--- src/rtl/phem_pkg.sv ---
// ----------------------------------------------------------------------------
// phem_pkg
// Shared types and constants of the pulse heat energy meter.
// ----------------------------------------------------------------------------
`default_nettype none

package phem_pkg;

  localparam int unsigned TEMP_W      = 16;
  localparam int unsigned DIFF_W      = TEMP_W + 1;
  localparam int unsigned PERIOD_W    = 16;
  localparam int unsigned TICK_W      = 32;
  localparam int unsigned TOTAL_W     = 48;
  localparam int unsigned RATE_W      = 40;
  localparam int unsigned EMAG_W      = 17;
  localparam int unsigned MAG7_W      = 19;
  localparam int unsigned SCALE_W     = 19;
  localparam int unsigned IN_TDATA_W  = 40;
  localparam int unsigned OUT_TDATA_W = 88;

  // divide by 6 as multiply by ceil(2^22 / 6) and shift
  localparam int unsigned RECIP_W     = 20;
  localparam int unsigned HEAT_SHIFT  = 22;
  localparam int unsigned EPROD_W     = MAG7_W + RECIP_W;

  // shared divider geometry
  localparam int unsigned DVD_W       = 36;
  localparam int unsigned DVS_W       = 32;
  localparam int unsigned DCNT_W      = 6;

  localparam logic [PERIOD_W-1:0] PERIOD_RST  = 16'd1000;
  localparam logic [SCALE_W-1:0]  RATE_SCALE  = 19'd360000;
  localparam logic [RECIP_W-1:0]  HEAT_RECIP  = 20'd699051;
  localparam logic [TICK_W-1:0]   TICK_MAX    = 32'hFFFF_FFFF;

  typedef struct packed {
    logic             start;
    logic [DVD_W-1:0] dividend;
    logic [DVS_W-1:0] divisor;
  } phem_div_req_t;

  typedef struct packed {
    logic             busy;
    logic             done;
    logic [DVD_W-1:0] quotient;
  } phem_div_rsp_t;

endpackage

`default_nettype wire

--- src/rtl/phem_div.sv ---
// ----------------------------------------------------------------------------
// phem_div
// Shared unsigned restoring divider, one quotient bit per cycle.
// ----------------------------------------------------------------------------
`default_nettype none

module phem_div (
  input  wire logic                   clk_i,
  input  wire logic                   rst_ni,
  input  wire phem_pkg::phem_div_req_t req_i,
  output phem_pkg::phem_div_rsp_t     rsp_o
);
  import phem_pkg::*;

  logic              busy_q, busy_d;
  logic              done_q, done_d;
  logic [DCNT_W-1:0] cnt_q, cnt_d;
  logic [DVS_W-1:0]  rem_q, rem_d;
  logic [DVD_W-1:0]  quo_q, quo_d;
  logic [DVS_W-1:0]  dvs_q, dvs_d;

  logic [DVS_W:0]    rem_sh;
  logic [DVS_W:0]    trial;
  logic              ge;

  assign rem_sh = {rem_q, quo_q[DVD_W-1]};
  assign trial  = rem_sh - {1'b0, dvs_q};
  assign ge     = ~trial[DVS_W];

  always_comb begin
    busy_d = busy_q;
    done_d = 1'b0;
    cnt_d  = cnt_q;
    rem_d  = rem_q;
    quo_d  = quo_q;
    dvs_d  = dvs_q;
    if (req_i.start) begin
      busy_d = 1'b1;
      cnt_d  = '0;
      rem_d  = '0;
      quo_d  = req_i.dividend;
      dvs_d  = req_i.divisor;
    end else if (busy_q) begin
      rem_d = ge ? trial[DVS_W-1:0] : rem_sh[DVS_W-1:0];
      quo_d = {quo_q[DVD_W-2:0], ge};
      cnt_d = cnt_q + DCNT_W'(1);
      if (cnt_q == DCNT_W'(DVD_W - 1)) begin
        busy_d = 1'b0;
        done_d = 1'b1;
      end
    end
  end

  always_ff @(posedge clk_i or negedge rst_ni) begin
    if (!rst_ni) begin
      busy_q <= 1'b0;
      done_q <= 1'b0;
      cnt_q  <= '0;
    end else begin
      busy_q <= busy_d;
      done_q <= done_d;
      cnt_q  <= cnt_d;
    end
  end

  always_ff @(posedge clk_i) begin
    rem_q <= rem_d;
    quo_q <= quo_d;
    dvs_q <= dvs_d;
  end

  assign rsp_o.busy     = busy_q;
  assign rsp_o.done     = done_q;
  assign rsp_o.quotient = quo_q;

endmodule

`default_nettype wire

--- src/rtl/pulse_heat_energy_meter.sv ---
// ----------------------------------------------------------------------------
// pulse_heat_energy_meter
// Heat meter: energy per flow pulse, running total and power estimate.
// ----------------------------------------------------------------------------
// channel   direction  transfer contents
// s_axis    in         one sampling tick: pulse level, supply and return temp
// m_axis    out        one result per tick: energy total and energy rate
// cfg       in         tick period in ms, written when cfg_we_i is high
//
// A tick without a rising pulse edge goes from the accept cycle straight to
// the result step. One with a rising edge first passes the magnitude step,
// the scaling by 7/6 as a reciprocal multiply, the total update and two passes
// of the shared one-bit-per-cycle divider (tick period, then tick count).
// Reset gives total 0, rate 0, tick count 1 and a tick period of 1000 ms.
// The result step stalls while the previous result still waits on m_axis.
// ----------------------------------------------------------------------------
`default_nettype none

module pulse_heat_energy_meter (
  input  wire logic                           clk_i,
  input  wire logic                           rst_ni,
  input  wire logic                           cfg_we_i,
  input  wire logic [phem_pkg::PERIOD_W-1:0]  cfg_wdata_i,
  input  wire logic                           s_axis_tvalid,
  output logic                                s_axis_tready,
  // pulse_level[0], supply_temp[16:1], return_temp[32:17], zero[39:33]
  input  wire logic [phem_pkg::IN_TDATA_W-1:0] s_axis_tdata,
  output logic                                m_axis_tvalid,
  input  wire logic                           m_axis_tready,
  // energy_total[47:0], energy_rate[87:48]
  output logic [phem_pkg::OUT_TDATA_W-1:0]    m_axis_tdata
);
  import phem_pkg::*;

  localparam logic [3:0] S_IDLE    = 4'd0;
  localparam logic [3:0] S_E_MAG   = 4'd1;
  localparam logic [3:0] S_E_SCALE = 4'd2;
  localparam logic [3:0] S_MUL     = 4'd3;
  localparam logic [3:0] S_P_START = 4'd4;
  localparam logic [3:0] S_P_WAIT  = 4'd5;
  localparam logic [3:0] S_T_START = 4'd6;
  localparam logic [3:0] S_T_WAIT  = 4'd7;
  localparam logic [3:0] S_OUT     = 4'd8;

  logic [3:0]           state_q, state_d;
  logic [PERIOD_W-1:0]  period_q;
  logic                 prev_pulse_q;
  logic [TICK_W-1:0]    tick_count_q;
  logic [TOTAL_W-1:0]   total_q;
  logic [RATE_W-1:0]    rate_q;
  logic [DIFF_W-1:0]    diff_q;
  logic                 neg_q;
  logic [MAG7_W-1:0]    mag7_q;
  logic [EMAG_W-1:0]    emag_q;
  logic [DVD_W-1:0]     num_q;
  logic [TICK_W-1:0]    tick_div_q;
  logic                 out_valid_q;
  logic [OUT_TDATA_W-1:0] out_data_q;

  logic                 in_xfer;
  logic                 in_level;
  logic [TEMP_W-1:0]    in_sup;
  logic [TEMP_W-1:0]    in_ret;
  logic                 rise;
  logic [DIFF_W-1:0]    diff_abs;
  logic [MAG7_W-1:0]    mag7;
  logic [EPROD_W-1:0]   mag_prod;
  logic [TOTAL_W-1:0]   energy_ext;
  logic [DVD_W-1:0]     prod;
  logic [DVS_W-1:0]     period_dvs;
  logic                 out_load;

  phem_div_req_t        div_req;
  phem_div_rsp_t        div_rsp;

  assign s_axis_tready = (state_q == S_IDLE);
  assign in_xfer       = s_axis_tvalid & s_axis_tready;
  assign in_level      = s_axis_tdata[0];
  assign in_sup        = s_axis_tdata[TEMP_W:1];
  assign in_ret        = s_axis_tdata[2*TEMP_W:TEMP_W+1];
  assign rise          = in_level & ~prev_pulse_q;

  assign diff_abs   = diff_q[DIFF_W-1] ? (~diff_q + DIFF_W'(1)) : diff_q;
  assign mag7       = (MAG7_W'(diff_abs) << 3) - MAG7_W'(diff_abs);
  assign mag_prod   = EPROD_W'(mag7_q) * EPROD_W'(HEAT_RECIP);
  assign energy_ext = neg_q ? (~TOTAL_W'(emag_q) + TOTAL_W'(1)) : TOTAL_W'(emag_q);
  assign prod       = DVD_W'(emag_q) * DVD_W'(RATE_SCALE);
  assign period_dvs = (period_q == '0) ? DVS_W'(1) : DVS_W'(period_q);
  assign out_load   = (state_q == S_OUT) & (~out_valid_q | m_axis_tready);

  always_comb begin
    div_req = '0;
    unique case (state_q)
      S_P_START: begin
        div_req.start    = 1'b1;
        div_req.dividend = num_q;
        div_req.divisor  = period_dvs;
      end
      S_T_START: begin
        div_req.start    = 1'b1;
        div_req.dividend = num_q;
        div_req.divisor  = tick_div_q;
      end
      default: begin
        div_req = '0;
      end
    endcase
  end

  always_comb begin
    state_d = state_q;
    unique case (state_q)
      S_IDLE: begin
        if (in_xfer) state_d = rise ? S_E_MAG : S_OUT;
      end
      S_E_MAG:   state_d = S_E_SCALE;
      S_E_SCALE: state_d = S_MUL;
      S_MUL:     state_d = S_P_START;
      S_P_START: state_d = S_P_WAIT;
      S_P_WAIT: begin
        if (div_rsp.done) state_d = S_T_START;
      end
      S_T_START: state_d = S_T_WAIT;
      S_T_WAIT: begin
        if (div_rsp.done) state_d = S_OUT;
      end
      S_OUT: begin
        if (out_load) state_d = S_IDLE;
      end
      default: state_d = S_IDLE;
    endcase
  end

  always_ff @(posedge clk_i or negedge rst_ni) begin
    if (!rst_ni) begin
      state_q      <= S_IDLE;
      period_q     <= PERIOD_RST;
      prev_pulse_q <= 1'b0;
      tick_count_q <= TICK_W'(1);
      total_q      <= '0;
      rate_q       <= '0;
      out_valid_q  <= 1'b0;
    end else begin
      state_q <= state_d;
      if (cfg_we_i) period_q <= cfg_wdata_i;
      if (in_xfer) begin
        prev_pulse_q <= in_level;
        if (rise) begin
          tick_count_q <= TICK_W'(1);
        end else if (tick_count_q != TICK_MAX) begin
          tick_count_q <= tick_count_q + TICK_W'(1);
        end
      end
      if (state_q == S_MUL) total_q <= total_q + energy_ext;
      if (state_q == S_T_WAIT && div_rsp.done) begin
        rate_q <= neg_q ? (~RATE_W'(div_rsp.quotient) + RATE_W'(1))
                        : RATE_W'(div_rsp.quotient);
      end
      if (out_load) begin
        out_valid_q <= 1'b1;
      end else if (m_axis_tready) begin
        out_valid_q <= 1'b0;
      end
    end
  end

  always_ff @(posedge clk_i) begin
    if (in_xfer && rise) begin
      diff_q     <= DIFF_W'(signed'(in_sup)) - DIFF_W'(signed'(in_ret));
      tick_div_q <= tick_count_q;
    end
    if (state_q == S_E_MAG) begin
      neg_q  <= diff_q[DIFF_W-1];
      mag7_q <= mag7;
    end
    if (state_q == S_E_SCALE) emag_q <= mag_prod[HEAT_SHIFT +: EMAG_W];
    if (state_q == S_MUL) num_q <= prod;
    if (state_q == S_P_WAIT && div_rsp.done) num_q <= div_rsp.quotient;
    if (out_load) out_data_q <= {rate_q, total_q};
  end

  phem_div u_div (
    .clk_i  (clk_i),
    .rst_ni (rst_ni),
    .req_i  (div_req),
    .rsp_o  (div_rsp)
  );

  assign m_axis_tvalid = out_valid_q;
  assign m_axis_tdata  = out_data_q;

  // tick counter restarts at one and saturates, never reaching zero
  a_tick_nonzero: assert property (@(posedge clk_i) disable iff (!rst_ni)
    tick_count_q != '0)
    else $error("tick counter reached zero");

  // the shared divider is only started while it is free
  a_div_free: assert property (@(posedge clk_i) disable iff (!rst_ni)
    div_req.start |-> !div_rsp.busy)
    else $error("divider started while busy");

  // divider results only arrive while the sequencer waits for one
  a_div_done_wait: assert property (@(posedge clk_i) disable iff (!rst_ni)
    div_rsp.done |-> (state_q == S_P_WAIT || state_q == S_T_WAIT))
    else $error("divider result outside a wait step");

  // a tick without a pulse edge goes straight to the result step
  a_no_edge_out: assert property (@(posedge clk_i) disable iff (!rst_ni)
    (in_xfer && !rise) |=> state_q == S_OUT)
    else $error("plain tick did not go to result step");

  // loading the result register always presents a transfer
  a_load_valid: assert property (@(posedge clk_i) disable iff (!rst_ni)
    out_load |=> m_axis_tvalid)
    else $error("loaded result not presented");

endmodule

`default_nettype wire

--- config.mk ---
export PLATFORM = sky130hd
export DESIGN_NAME = pulse_heat_energy_meter
export DESIGN_NICKNAME = d
export VERILOG_FILES = /design/src/rtl/phem_pkg.sv /design/src/rtl/phem_div.sv /design/src/rtl/pulse_heat_energy_meter.sv
export SDC_FILE = /design/constraint.sdc
export NUM_CORES = 1
export LEC_CHECK = 0
export BUFFER_PORTS_ARGS = -buffer_cell sky130_fd_sc_hd__clkbuf_2
export CORE_ASPECT_RATIO = 1.75
export CORE_MARGIN = 5
export CORE_UTILIZATION = 43
export DETAILED_ROUTE_END_ITERATION = 16
export HOLD_SLACK_MARGIN = 0.12
export PLACE_DENSITY = 0.69
export SYNTH_ARGS = -nofsm -noshare
export SYNTH_HDL_FRONTEND = slang
export SYNTH_HIERARCHICAL = 1
export SYNTH_SLANG_ARGS = --single-unit
--- constraint.sdc ---
create_clock -name clk_i -period 5.48 [get_ports clk_i]
set_input_delay 0.822 -clock clk_i [delete_from_list [all_inputs] [get_ports clk_i]]
set_output_delay 0.822 -clock clk_i [all_outputs]
set_load 0.02 [all_outputs]
# Yosys cells after proc, flatten, opt, wreduce, memory -nomap -nowiden
# Cells that the tools add are included.
# totals
n_memories	0
romBits	0
reg_bits	460
elab_cells	94
ramBits	0
output_inout_bits	90
in_bits	61
latch_bits	0
# classes
magnitude_cmp	0
n_addsub	9
reduce_logical	11
n_eq_ne	14
div_mod_pow	0
n_mul	2
n_bitwise	10
n_shift	0
muxes	28
# ops
cell	count
2-to-1 mux 36 bit	4
case mux 69 bit (2 select lines)	1
2-to-1 mux 32 bit	3
adder 48 x 1 -> 48 bit, second input constant	1
adder 48 bit	1
2-to-1 mux 48 bit	1
inverter 17 -> 48 bit	1
adder 40 x 1 -> 40 bit, second input constant	1
2-to-1 mux 40 bit	1
inverter 36 -> 40 bit	1
multiplier 19 x 20 -> 39 bit, second input constant	1
case mux 4 bit (9 select lines)	1
subtractor 33 x 32 -> 33 bit	1
adder 32 x 1 -> 32 bit, second input constant	1
inequality test 32 bit, second input constant	1
multiplier 17 x 13 -> 30 bit, second input constant	1
2-to-1 mux 4 bit	5
subtractor 19 x 17 -> 19 bit	1
adder 17 x 1 -> 17 bit, second input constant	1
2-to-1 mux 17 bit	1
inverter 17 bit	1
subtractor 16 x 16 -> 17 bit	1
== test 4 x 3 -> 1 bit, second input constant	4
zero test 16 bit	1
other kinds (18)	38

# Longest topological paths before layout
# depth
depth_word	5
mapped_depth	21

# Modules after synthesis
# The synthesis kept the hierarchy.
# modules_own_cells
mod	instances	cells_per_inst	seq_area_each_um2	area_each_um2
pulse_heat_energy_meter	1	2791	9868.2	28369.7
phem_div	1	600	2882.8	6301.0

# Worst setup path before layout
# Ideal clock, no wire load.
# synth_path
path_type	register to register
startpoint	reg mag7_q[15]
endpoint	reg emag_q[10], data pin
stages_incl_launch_ff	20
t_required_ps	5215
setup_ps	265
period_less_slack_ps	5560
setup_slack_ps	-80
t_arrival_ps	5295
path_cell_list	edfxtp_1 ha_1 fa_1 inv_1 fa_1 inv_1 fa_1 inv_1 fa_1 fa_1 inv_1 ha_1 a21o_1 a21oi_1 a31o_2 a41o_1 o21bai_1 a21oi_1 o21ai_0 xor2_1
# synth_via
elab_chain_cells	1
# synth_rtl
item	line_no	source
start, declared	pulse_heat_energy_meter.sv:53	logic [MAG7_W-1:0] mag7_q;
start signal, assigned	pulse_heat_energy_meter.sv:174	mag7_q <= mag7;
multiplier 19 x 20 -> 39 bit	pulse_heat_energy_meter.sv:85	assign mag_prod = EPROD_W'(mag7_q) * EPROD_W'(HEAT_RECIP);
named net mag_prod[32]	pulse_heat_energy_meter.sv:67	logic [EPROD_W-1:0] mag_prod;
end signal, assigned	pulse_heat_energy_meter.sv:176	if (state_q == S_E_SCALE) emag_q <= mag_prod[HEAT_SHIFT +: EMAG_W];
end, declared	pulse_heat_energy_meter.sv:54	logic [EMAG_W-1:0] emag_q;
# The timed path passes the listed nets, and every way through them passes these cells.
# A chain may end at the register's enable or synchronous reset.

# Worst setup path in the final report
# layout_path
startpoint	reg mag7_q[4]
endpoint	reg emag_q[6], data pin
# The elaborated chain is that of the path after synthesis.

==> out/qor.txt <==
kind of critical path: reg -> reg
Detail Route Antenna Nets: 0
yosys warns: 6
total CTS buffers: 44
row cnt: 137
starting density of the core: 43.4%
layout cell share with drive strength beyond 1: 17.9%
WL final: 81,500 um
cells after synthesis: 3,390
core area: 79,900 sq um
H-tree depth: 2
vias in the first global route: 26,162
Slew headroom: 21.1%
CP arrival: 5.89 ns
Setup crit start kind: register
Fmax: 180 MHz
reg-to-reg slack, setup: -0.06 ns
required time of the worst setup path: 5.82 ns
commonest non-fill, non-tap cell in the layout: inv_1
Tmin final: 5.54 ns
Mapped Area: 34,700 sq um
most frequent cells in the layout: 467 x inv_1, 348 x ha_1, 290 x nand2_1
status: finished with violations
die area: 86,600 sq um
number of antenna violations at the first check in global routing: 0
WL met1: 29,600 um
Critical Path End Type: register
fin worst setup slack: -0.0641 ns
Layout area overhead: 16.1%
mean routed wirelength per cell: 17.0 um
final hold vios: 0
first-pass GRT wire length: 131,000 um
period utilization: 101%
Max-Cap Viols: 0
crit path max-delay cell type: fa_1
syn_area_per_cell: 10.2 sq um
nets@finish: 4,347
largest net degree at the start of global routing: 132
Worst Hold Class: in -> reg
CTS max path bufs: 3
CTS tree: done
failing checks: negative setup slack
drt via density: 5.24
Final Core Density: 50.4%
filler cell count in the final layout: 7,295
Slew Limit Fails: 0
initial drt markers: 1,021
Die Wd: 225 um
Chip Height: 386 um
CP dominant cell by count: fa_1
WL met2: 43,700 um
setup violators final: 7
Worst-Margin Slew: 1.17 ns
crit-path cells: ha_4 -> inv_4 -> fa_2 -> buf_6 -> fa_1 -> inv_2 -> fa_1 -> inv_2 -> fa_1 -> inv_2 -> fa_1 -> ha_4 -> o21a_1 -> nor2_1 -> a311oi_2 -> o21ai_2 -> buf_4 -> a41o_4 -> o21bai_1 -> a21oi_2 -> buf_4 -> xnor2_1
RSZ-0062 raised after global routing: true
Worst-path clk slew: 0.06 ns
Placer Congestion: 0.908
# IOs: 151
CTS sink cnt: 460
Total Routing Usage GR: 18.6%
Port Buf Inserts: 143
vias: 25,118
DR top layer: met4
met3 WL post-DR: 3410 um
DP HPWL: 65,200 um
Clock Latency Late Sink: 0.61 ns
GRT overflow: 0
DR pass1 iterations: 5
Synthesized Nets: 4,023
slowest stage delay, CP: 0.56 ns
DRC violations left: 0
skew final: 0.0214 ns
critical path peak fanout: 4
CTS root buffer: clkbuf_16
sequential cells by signal (all words and copies together) (netlist names), 36 cells and up:
| register | cells |
|---|---|
| m_axis_tdata | 88 |
| rate_q | 40 |
| total_q | 48 |
| u_div/quo_q | 36 |
| num_q | 36 |
worst max-delay path: cells and delay by family, from the launching register on:
| kind | cells | cell delay, ns |
|---|---|---|
| adder cells (fa/ha/maj) | 7 | 3.14 |
| AO/OA/AOI/OAI | 6 | 0.95 |
| buffers and inverters | 7 | 0.60 |
| flip-flops | 1 | 0.44 |
| XOR/XNOR | 1 | 0.12 |
| AND/OR/NAND/NOR | 1 | 0.04 |
final timing paths:
kind	from	to	cells past startpoint
setup / recovery	mag7_q[4]$_DFFE_PP_	emag_q[6]$_DFFE_PP_	22
hold / removal	s_axis_tdata[0]	prev_pulse_q$_DFFE_PN0P_	3
setup reg to reg	mag7_q[4]$_DFFE_PP_	emag_q[6]$_DFFE_PP_	22
hold reg to reg	rate_q[20]$_DFFE_PN0P_	m_axis_tdata[68]$_DFFE_PP_	0
max in group asynchronous	rst_ni	period_q[14]$_DFFE_PN0P_	3
min in group asynchronous	rst_ni	rate_q[13]$_DFFE_PN0P_	2
repair_timing:
item                                   in CTS  in global routing
setup endpoints to repair                  21                 21
pin swaps                                  41                 66
resized for setup                          49                 78
hold buffers                                1                  0
buffers inserted                           10                 18
endpoints found under the hold margin      19                  0
cell type report:
class	instances	area [sq um]	area share, %
well taps	1042	1300	3.24
diodes	1	2.50	0.00622
repair buffers	371	2490	6.20
multi-input cells	2355	20300	50.4
flip-flops and latches	460	12800	31.7
clock buffers	57	1260	3.14
clock inverters	25	315	0.784
inverters	482	1810	4.50
layer usage:
metal	global-route usage [%]	vias up
met1	19.6	12138
met5	0	-
met3	2.86	218
met2	35.3	486
li1	-	12276
met4	9.85	0
stage by stage:
stage / instance area [sq um] / setup TNS [ns] / worst slack, ns / cells / hold slack (ns)
2_1_floorplan: 34700 / 0 / 0.0174 / 3390 / 0.421
3_3_place_gp: 37900 / -3.23 / -0.284 / 4683 / 0.432
3_5_place_dp: 37900 / -4.47 / -0.334 / 4683 / 0.432
4_1_cts: 39800 / -0.577 / -0.0915 / 4775 / 0.412
5_1_grt: 40200 / -2.60 / -0.238 / 4792 / 0.436
6_report: 40200 / -0.265 / -0.0641 / 4793 / 0.445
Power is left out: the tool's default activity adds up to more than one toggle a clock period on the data nets, which glitch-free logic cannot reach.
